`src/hdl/ple_pkg.sv`:
```
// shared constants, types and helpers for the positional list engine
// no dependencies
`timescale 1ns / 1ps

package ple_pkg;

	localparam int DEPTH      = 32;
	localparam int DATA_WIDTH = 32;

	localparam int CNT_W = $clog2(DEPTH + 1);
	localparam int IDX_W = $clog2(DEPTH);
	localparam int CMP_W = ((CNT_W > 6) ? CNT_W : 6) + 1;

	localparam logic [2:0] F_APPEND   = 3'd0;
	localparam logic [2:0] F_INSERT   = 3'd1;
	localparam logic [2:0] F_DEL_TAIL = 3'd2;
	localparam logic [2:0] F_DEL_POS  = 3'd3;
	localparam logic [2:0] F_STREAM   = 3'd4;

	localparam logic [1:0] ST_OK     = 2'd0;
	localparam logic [1:0] ST_BADPOS = 2'd1;
	localparam logic [1:0] ST_FULL   = 2'd2;
	localparam logic [1:0] ST_EMPTY  = 2'd3;

	typedef logic [DATA_WIDTH-1:0] cell_t;

	typedef struct packed {
		logic latch;
		logic exec;
		logic stream_load;
	} ple_cmd_t;

	typedef struct packed {
		logic stream_go;
		logic stream_last;
	} ple_sts_t;

	function automatic cell_t to_cell(input logic signed [31:0] v);
		return cell_t'(DATA_WIDTH'(v));
	endfunction

	function automatic logic signed [31:0] from_cell(input cell_t c);
		logic signed [DATA_WIDTH-1:0] s;
		s = signed'(c);
		return 32'(s);
	endfunction

endpackage

```
`src/hdl/positional_list_engine.sv`:
```
// top level of the positional list engine: controller plus datapath
// depends on ple_pkg, ple_ctrl, ple_datapath
//
//   channel | handshake            | payload
//   --------+----------------------+----------------------------
//   in      | in_valid / in_ready  | func, pos, value
//   out     | out_valid / out_ready| status, count, data, last
//
// a request is accepted, then executed into the result register
// a stream is accepted, then the single result register is loaded from the cell
// array one cell a cycle while out_ready does not hold the output
// reset clears the element count; cell contents stay undefined until written
// out_ready low holds the execute or stream step; the next request is taken
// while the final result of the previous one still waits
`timescale 1ns / 1ps

module positional_list_engine (
	input  logic               clk,
	input  logic               arst_n,
	input  logic               in_valid,
	output logic               in_ready,
	input  logic [2:0]         func,
	input  logic [5:0]         pos,
	input  logic signed [31:0] value,
	output logic               out_valid,
	input  logic               out_ready,
	output logic [1:0]         status,
	output logic [5:0]         count,
	output logic signed [31:0] data,
	output logic               last
);
	import ple_pkg::*;

	ple_cmd_t cmd;
	ple_sts_t sts;

	ple_ctrl u_ctrl (
		.clk       (clk),
		.arst_n    (arst_n),
		.in_valid  (in_valid),
		.in_ready  (in_ready),
		.out_valid (out_valid),
		.out_ready (out_ready),
		.sts       (sts),
		.cmd       (cmd)
	);

	ple_datapath u_datapath (
		.clk    (clk),
		.arst_n (arst_n),
		.cmd    (cmd),
		.sts    (sts),
		.func   (func),
		.pos    (pos),
		.value  (value),
		.status (status),
		.count  (count),
		.data   (data),
		.last   (last)
	);

endmodule

```
`src/hdl/ple_ctrl.sv`:
```
// controller state machine for the positional list engine
// depends on ple_pkg
`timescale 1ns / 1ps

module ple_ctrl (
	input  logic              clk,
	input  logic              arst_n,
	input  logic              in_valid,
	output logic              in_ready,
	output logic              out_valid,
	input  logic              out_ready,
	input  ple_pkg::ple_sts_t sts,
	output ple_pkg::ple_cmd_t cmd
);
	import ple_pkg::*;

	localparam logic [1:0] S_IDLE   = 2'd0;
	localparam logic [1:0] S_EXEC   = 2'd1;
	localparam logic [1:0] S_STREAM = 2'd2;

	logic [1:0] state_q, state_d;
	logic       out_valid_q;
	logic       out_free;

	assign out_free  = !out_valid_q || out_ready;
	assign out_valid = out_valid_q;

	always_comb begin
		state_d  = state_q;
		in_ready = 1'b0;
		cmd      = '0;
		case (state_q)
			S_IDLE: begin
				in_ready = 1'b1;
				if (in_valid) begin
					cmd.latch = 1'b1;
					state_d   = S_EXEC;
				end
			end
			S_EXEC: begin
				if (out_free) begin
					if (sts.stream_go) begin
						cmd.stream_load = 1'b1;
						state_d = sts.stream_last ? S_IDLE : S_STREAM;
					end else begin
						cmd.exec = 1'b1;
						state_d  = S_IDLE;
					end
				end
			end
			S_STREAM: begin
				if (out_free) begin
					cmd.stream_load = 1'b1;
					if (sts.stream_last)
						state_d = S_IDLE;
				end
			end
			default: state_d = S_IDLE;
		endcase
	end

	always_ff @(posedge clk or negedge arst_n) begin
		if (!arst_n) begin
			state_q     <= S_IDLE;
			out_valid_q <= 1'b0;
		end else begin
			state_q <= state_d;
			if (cmd.exec || cmd.stream_load)
				out_valid_q <= 1'b1;
			else if (out_ready)
				out_valid_q <= 1'b0;
		end
	end

endmodule

```
`src/hdl/ple_datapath.sv`:
```
// shifting cell array, request registers and result register
// depends on ple_pkg
`timescale 1ns / 1ps

module ple_datapath (
	input  logic               clk,
	input  logic               arst_n,
	input  ple_pkg::ple_cmd_t  cmd,
	output ple_pkg::ple_sts_t  sts,
	input  logic [2:0]         func,
	input  logic [5:0]         pos,
	input  logic signed [31:0] value,
	output logic [1:0]         status,
	output logic [5:0]         count,
	output logic signed [31:0] data,
	output logic               last
);
	import ple_pkg::*;

	logic [2:0]       func_q;
	logic [5:0]       pos_q;
	cell_t            value_q;
	cell_t            cells_q [DEPTH];
	cell_t            cells_d [DEPTH];
	logic [CNT_W-1:0] cnt_q, cnt_d;
	logic [IDX_W-1:0] idx_q;

	logic [1:0]        res_status_q;
	logic [5:0]        res_count_q;
	logic signed [31:0] res_data_q;
	logic              res_last_q;

	logic [CMP_W-1:0] pos_w, n_w, depth_w;
	logic [1:0]       st;

	assign pos_w   = CMP_W'(pos_q);
	assign n_w     = CMP_W'(cnt_q);
	assign depth_w = CMP_W'(DEPTH);

	assign sts.stream_go   = (func_q == F_STREAM) && (cnt_q != '0);
	assign sts.stream_last = (CNT_W'(idx_q) + CNT_W'(1)) == cnt_q;

	// request status
	always_comb begin
		st = ST_OK;
		case (func_q)
			F_APPEND:
				if (n_w >= depth_w)
					st = ST_FULL;
			F_INSERT:
				if (pos_w == '0 || pos_w > n_w + CMP_W'(1))
					st = ST_BADPOS;
				else if (n_w >= depth_w)
					st = ST_FULL;
			F_DEL_TAIL:
				if (n_w == '0)
					st = ST_EMPTY;
			F_DEL_POS:
				if (n_w == '0)
					st = ST_EMPTY;
				else if (pos_w == '0 || pos_w > n_w)
					st = ST_BADPOS;
			default: st = ST_OK;
		endcase
	end

	// cell shifting and count update
	always_comb begin
		cells_d = cells_q;
		cnt_d   = cnt_q;
		if (cmd.exec && st == ST_OK) begin
			case (func_q)
				F_APPEND: begin
					for (int i = 0; i < DEPTH; i++)
						if (CMP_W'(i) == n_w)
							cells_d[i] = value_q;
					cnt_d = cnt_q + CNT_W'(1);
				end
				F_INSERT: begin
					if (pos_w == CMP_W'(1))
						cells_d[0] = value_q;
					for (int i = 1; i < DEPTH; i++) begin
						if (CMP_W'(i) + CMP_W'(1) == pos_w)
							cells_d[i] = value_q;
						else if (CMP_W'(i) >= pos_w)
							cells_d[i] = cells_q[i-1];
					end
					cnt_d = cnt_q + CNT_W'(1);
				end
				F_DEL_TAIL: cnt_d = cnt_q - CNT_W'(1);
				F_DEL_POS: begin
					for (int i = 0; i < DEPTH - 1; i++)
						if (CMP_W'(i) + CMP_W'(1) >= pos_w)
							cells_d[i] = cells_q[i+1];
					cnt_d = cnt_q - CNT_W'(1);
				end
				default: cnt_d = cnt_q;
			endcase
		end
	end

	always_ff @(posedge clk) begin
		cells_q <= cells_d;
		if (cmd.latch) begin
			func_q  <= func;
			pos_q   <= pos;
			value_q <= to_cell(value);
		end
		if (cmd.exec) begin
			res_status_q <= st;
			res_count_q  <= 6'(cnt_d);
			res_data_q   <= '0;
			res_last_q   <= 1'b1;
		end else if (cmd.stream_load) begin
			res_status_q <= ST_OK;
			res_count_q  <= 6'(cnt_q);
			res_data_q   <= from_cell(cells_q[idx_q]);
			res_last_q   <= sts.stream_last;
		end
	end

	always_ff @(posedge clk or negedge arst_n) begin
		if (!arst_n) begin
			cnt_q <= '0;
			idx_q <= '0;
		end else begin
			cnt_q <= cnt_d;
			if (cmd.latch)
				idx_q <= '0;
			else if (cmd.stream_load)
				idx_q <= idx_q + IDX_W'(1);
		end
	end

	assign status = res_status_q;
	assign count  = res_count_q;
	assign data   = res_data_q;
	assign last   = res_last_q;

endmodule

```
`config.mk`:
```
export PLATFORM = sky130hd
export DESIGN_NAME = positional_list_engine
export DESIGN_NICKNAME = d
export VERILOG_FILES = /design/src/hdl/ple_pkg.sv /design/src/hdl/positional_list_engine.sv /design/src/hdl/ple_ctrl.sv /design/src/hdl/ple_datapath.sv
export SDC_FILE = /design/constraint.sdc
export NUM_CORES = 2
export LEC_CHECK = 0
export ABC_AREA = 1
export BUFFER_PORTS_ARGS = -buffer_cell sky130_fd_sc_hd__buf_2
export CAP_MARGIN = 20
export CORE_MARGIN = 8
export CORE_UTILIZATION = 43
export DETAILED_ROUTE_END_ITERATION = 12
export SYNTH_ARGS = -nofsm -noshare
export SYNTH_HDL_FRONTEND = slang
export SYNTH_HIERARCHICAL = 1
export SYNTH_SLANG_ARGS = --single-unit
```
`constraint.sdc`:
```
create_clock -name clk -period 7.6 [get_ports clk]
set_input_delay 0.38 -clock clk [delete_from_list [all_inputs] [get_ports clk]]
set_output_delay 0.38 -clock clk [all_outputs]
set_load 0.03 [all_outputs]
```
* Yosys cells after proc, flatten, opt, wreduce, memory -nomap -nowiden *
Index checks and enable logic that the tools add are counted.

cells by class
  magnitude comparators = 35
  muxes and demuxes = 163
  multipliers = 0
  divide/modulo/power cells = 0
  shifts and indexed selects = 0
  add/subtract/negate cells = 5
  equal/unequal tests = 169
  reductions and logical operators = 53
  bitwise operators = 1

operator list
  operator              number
  $mux W32              128
  $pmux W992 S3         1
  $eq A5 B6 Y1 const A  32
  $bmux W32 S5          1
  $reduce_and A5 Y1     31
  $ne A2 B1 Y1 const B  67
  $eq A4 B6 Y1 const A  16
  $ge A5 B6 Y1 const A  16
  $ne A3 B1 Y1 const B  31
  $pmux W32 S2          1
  $eq A3 B6 Y1 const A  8
  $ge A4 B6 Y1 const A  8
  $mux W2               13
  $eq A2 B6 Y1 const A  4
  $ge A3 B6 Y1 const A  4
  $mux W6               3
  $logic_not A7 Y1      2
  $ge A2 B6 Y1 const A  2
  $ge A6 B6 Y1 const B  2
  $pmux W6 S2           1
  $mux W1               10
  $mux W5               2
  $pmux W2 S4           1
  $reduce_and A4 Y1     2
  30 further kinds      40

storage, ports and cells
  memories = 0
  bits in read-only memories = 0
  bits in registers = 1120
  RAM bits = 0
  bits of input ports = 45
  bits in latches = 0

* Depth between registers and ports, before layout *
  depth in word-level cells = 9
  gate-level depth with buffers = 20
  gate-level depth less buffers = 19

* Hierarchy *
The synthesis kept the hierarchy.

modules (own cells, without submodules)
  module        seq. area each (um^2)  area an instance (um^2)  instances  cells each
  ple_datapath  33156.8                64282.9                  1          7394
  ple_ctrl      75.1                   252.7                    1          39

* Worst setup path after synthesis *
Ideal clock, no wire load.

  kind = reg-to-reg
  start = register u_datapath.cnt_q[3]
  end = register u_datapath/cells_q[0] in the netlist's numbering, enable pin
  stages on the path, launching flop included = 15
  setup time = 0.421 ns
  data required time = 7.179 ns
  arrival time = 3.541 ns
  period minus slack after synthesis = 3.962 ns
  setup slack = 3.638 ns
  path through = dfrtp_1 > inv_4 > nor3_1 > xor2_1 > inv_1 > ha_1 > and3_1 > nand3_1 > nand2_1 > nand2_1 > nand2_1 > nand2_2 > a21oi_4 > nand3_4 > nor2_1

between the ends
  longest elaborated chain between the ends = 8

ends and longest elaborated chain
  element                                             RTL line                                RTL
  from (decl)                                         ple_datapath.sv:25                      logic [CNT_W-1:0] cnt_q, cnt_d;
  from (signal assigned)                              ple_datapath.sv:127                     cnt_q <= cnt_d;
  $add A6 B1 Y7 or $gt A6 B6 Y1 (tied branches)       ple_datapath.sv:51, ple_datapath.sv:61
  $gt A6 B7 Y1 or $logic_or A1 B1 Y1 (tied branches)  ple_datapath.sv:51, ple_datapath.sv:61
  $logic_or A1 B1 Y1 or $mux W1 (tied branches)       ple_datapath.sv:51, ple_datapath.sv:61
  $mux W2 (on tied branches)                          ple_datapath.sv:51, ple_datapath.sv:59
  $pmux W2 S4                                         ple_datapath.sv:46                      case (func_q)
  $logic_not A2 Y1                                    ple_datapath.sv:71                      if (cmd.exec && st == ST_OK) begin
  $logic_and A1 B1 Y1                                 ple_datapath.sv:71
  $reduce_and A4 Y1 (no source line) *                n/a
  to (signal assigned)                                ple_datapath.sv:103                     cells_q <= cells_d;
  to (decl)                                           ple_datapath.sv:23                      cell_t cells_q [DEPTH];

Mark *: on every way between the ends. The rest lies on a longest branch, timed or not.
A chain may end at the register's enable or synchronous reset.

* Final worst setup path *
  start = register u_datapath.func_q[2]
  end = register u_datapath/cells_q[513] in the netlist's numbering, enable pin

between the ends
  longest elaborated chain between the ends = 7

ends and longest elaborated chain
  element                               RTL line             RTL
  from (decl)                           ple_datapath.sv:20   logic [2:0] func_q;
  from (signal assigned)                ple_datapath.sv:105  func_q <= func;
  $eq A3 B3 Y1                          ple_datapath.sv:40   assign sts.stream_go = (func_q == F_STREAM) && (cnt_q != '0);
  $logic_and A1 B1 Y1                   ple_datapath.sv:40
  $mux W1                               ple_ctrl.sv:42       if (sts.stream_go) begin
  $mux W2                               ple_ctrl.sv:41       if (out_free) begin
  $mux W1                               ple_ctrl.sv:32       case (state_q)
  $logic_and A1 B1 Y1                   ple_datapath.sv:71
  $reduce_and A5 Y1 (no source line) *  n/a

Marks and branches as above.

==> results.toml <==
[drt]
ant_nets = 0
routedWlPerCell_um = 31.59
drc = 0
vias = 63550
viasPerCell = 6.832
wirelength_um = 293900
firstDrtPassIters = 7
drt_iter0_drc = 11100

[sta]
worstMarginPinSlew_ns = 1.259
period_share = 0.6597
slew_headroom = 0.1606
finalSetupTns_ns = 0
period_needed_ns = 5.013
setup_viol = 0
slew_viol_final = 0
fmax_mhz = 199.5
clock_skew_ns = 0.04097
rsz0062_at_grt = "false"
hold_viol_final = 0
layout_setup_ws_ns = 2.587

[placement]
gp_congestion = 0.9201
pre_cts_slack_ns = 2.783
post-place-cells = 8994
hpwlAfterDp_um = 167500
port_buffers = 87

[cts]
post_cts_resized = 0
cts_tree = "yes"
htreeDepth = 4
clock-sinks = 1120
path_clk_slew_ns = 0.06
numCtsBuffers = 132
clk_latency_ns = 0.81
cts_root_buffer = "clkbuf_16"
cts_buffer_depth = 3

[floorplanning]
die_y_um = 403.4
start_util = 0.4319
row_count = 142
die_w_um = 403.4
ios = 88
dieArea_mm2 = 0.1627
core_area_mm2 = 0.1494

[outcome]
status = "completed"

[setup_path]
arrival_ns = 5.48
setup.worst_path.start = "u_datapath/func_q[2]"
critical-path-max-stage-delay_ns = 0.98
crit_type = "flip-flop to flip-flop"
ff2ff_path_depth = 9
crit_path_start_kind = "flip-flop"
critical_path_peak_fanout = 84
endpoint_kind = "flip-flop"
path_cells = "nor2_2 > inv_2 > nor2_4 > inv_8 > nand2_1 > inv_2 > o21ai_0 > nor2_4 > buf_4"
rr_startpoint = "u_datapath/func_q[2]"
crit_slowest_cell = "nor2_4"
required_ns = 8.06

[layout]
fin_cells = 9302
nNetsFinal = 7241
drive_above_1_share = 0.08301
area_growth_pct = 10.35

[grt]
grt-ovfl-total = 0
grt_pass1_vias = 58050
grt_antenna_before_repair = 11
grt_pass1_wl_um = 416100
grt_max_degree = 208
groute.usage.overall = 0.3441

[synthesis]
yosysSeqAreaShare = 0.5149
synth_ff_type = "edfxtp_1"
syn_area_mm2 = 0.06454
synth_edf_count = 1073
yosysTopAreaCell = "edfxtp_1"
ys_seq_elements = 1120
yosys_warnings = 6
synth.area.top_cells = "edfxtp_1 50%, nand2_1 8.2%, o22ai_1 7.7%, nand3_1 6.5%, o21ai_0 6.0%"
synth_cells = 7433
synth_top_area_share = 0.4993
syn_nets = 7499
ys_types = 46
async_reset_ff_frac = 0.01250
synth.avg_cell_area_um2 = 8.682

[power_and_ir_drop]
ir_worst_vdd_mv = 0.2955
p_per_area_mw_per_mm2 = 328.9
power_mw = 23.42
power.leakage_nw = 25.19

[min_path]
hold_depth = 2
hold_start = "value[0]"
worst_hold_path_type = "input port to flip-flop"

[flow_run]
max_cap_viol_count = 0
-- critical path, delay by kind of cell (launching register included) --
family | cells | cell delay [ns]
compound gates | 1 | 0.27
buf+inv | 4 | 1.80
flops | 1 | 0.60
simple gates | 4 | 1.93
-- cell usage after synthesis (25+ instances only) --
cell         n
o22ai_1    791
mux2i_1     62
nand3_1    835
dfxtp_1     33
inv_1      376
nor2_1     302
nand2_1   1407
a221oi_1    32
edfxtp_1  1073
o211ai_1   305
o21ai_0    777
inv_2       25
a21oi_1    522
buf_2      392
clkbuf_1   288
nor2_2      37
-- state kept, by name, indices dropped and copies added, names as in the netlist --
register and count:
u_ctrl/out_valid 1, u_ctrl/state_q 2, u_datapath/cells_q 1024, u_datapath/cnt_q 6
u_datapath/count 6, u_datapath/data 32, u_datapath/func_q 3, u_datapath/idx_q 5
u_datapath/last 1, u_datapath/pos_q 6, u_datapath/status 2, u_datapath/value_q 32
-- where the power goes --
| group | internal, mW | switching, mW | leakage [nW] |
|---|---|---|---|
| sequential | 8.45 | 0.739 | 10.2 |
| combinational | 2.13 | 5.75 | 12.9 |
| clock | 3.57 | 2.79 | 2.03 |
-- repair_timing --
item,in CTS,in global routing
hold buffers,46,0
setup buffers,0,0
setup endpoints to repair,0,0
hold endpoints to repair,58,0
-- logic make-up after synthesis --
kind of cell,synth area share
and+or+nand+nor,0.1746
xor gates and xnor gates,0.001086
buffers and inverters,0.07476
DFF,0.5149
muxes,0.009616
AOI/OAI and AO/OA,0.2209
adders and majority gates,0.004071
-- worst paths after layout --
check	endpoint	slack (ns)
worst min-delay path	u_datapath/value_q[0]	0.27
worst max register to register	u_datapath/cells_q[513]	2.59
min in group asynchronous	u_ctrl/state_q[0]	0.58
max in group asynchronous	u_ctrl/out_valid	6.20
worst min register to register	u_datapath/data[16]	0.45
worst max-delay path	u_datapath/cells_q[513]	2.59
-- metal layers --
layer	GRT usage	share of wire	up-vias
met5	0	0.000082	-
met4	0.2211	0.077	4
met3	0.1093	0.15	1259
met2	0.4944	0.41	5616
met1	0.4468	0.36	30000
li1	-	-	26670
-- cell usage in the layout, fill, tap and decap left out, drive strengths merged, types with 2 or more instances in the layout --
master / instances
a211oi: 6
a21oi: 523
a221oi: 32
and3: 2
buf: 281
bufinv: 6
clkbuf: 185
clkinv: 44
dfrtp: 14
dfxtp: 33
diode: 10
dlygate4sd3: 46
edfxtp: 1073
ha: 21
inv: 410
mux2i: 62
nand2: 1416
nand3: 837
nand4: 12
nor2: 352
nor3: 9
o211ai: 305
o21ai: 788
o221ai: 12
o22ai: 791
or2: 5
xnor2: 2
xor2: 6
-- per-stage QoR --
stage	hold slack, ns	utilization	instance area [µm²]
2_1_floorplan	0.08441	-	64540
3_3_place_gp	0.3297	0.4412	65930
3_5_place_dp	0.3302	0.4425	66120
4_1_cts	0.2259	0.4735	70750
5_1_grt	0.2605	0.4764	71190
6_report	0.2728	0.4766	71210
-- area by class of cell --
class                   instances  area [µm²]
well taps                    2016        2522
flip-flops and latches       1120       33240
repair buffers                327        2865
diodes                         10       25.02
multi-input cells            5184       26800
inverters                     410        1577
clock inverters                50       540.5
fillers                     14270       78210
clock buffers                 185        3635
No activity file was read; power rests on OpenSTA's default activity.
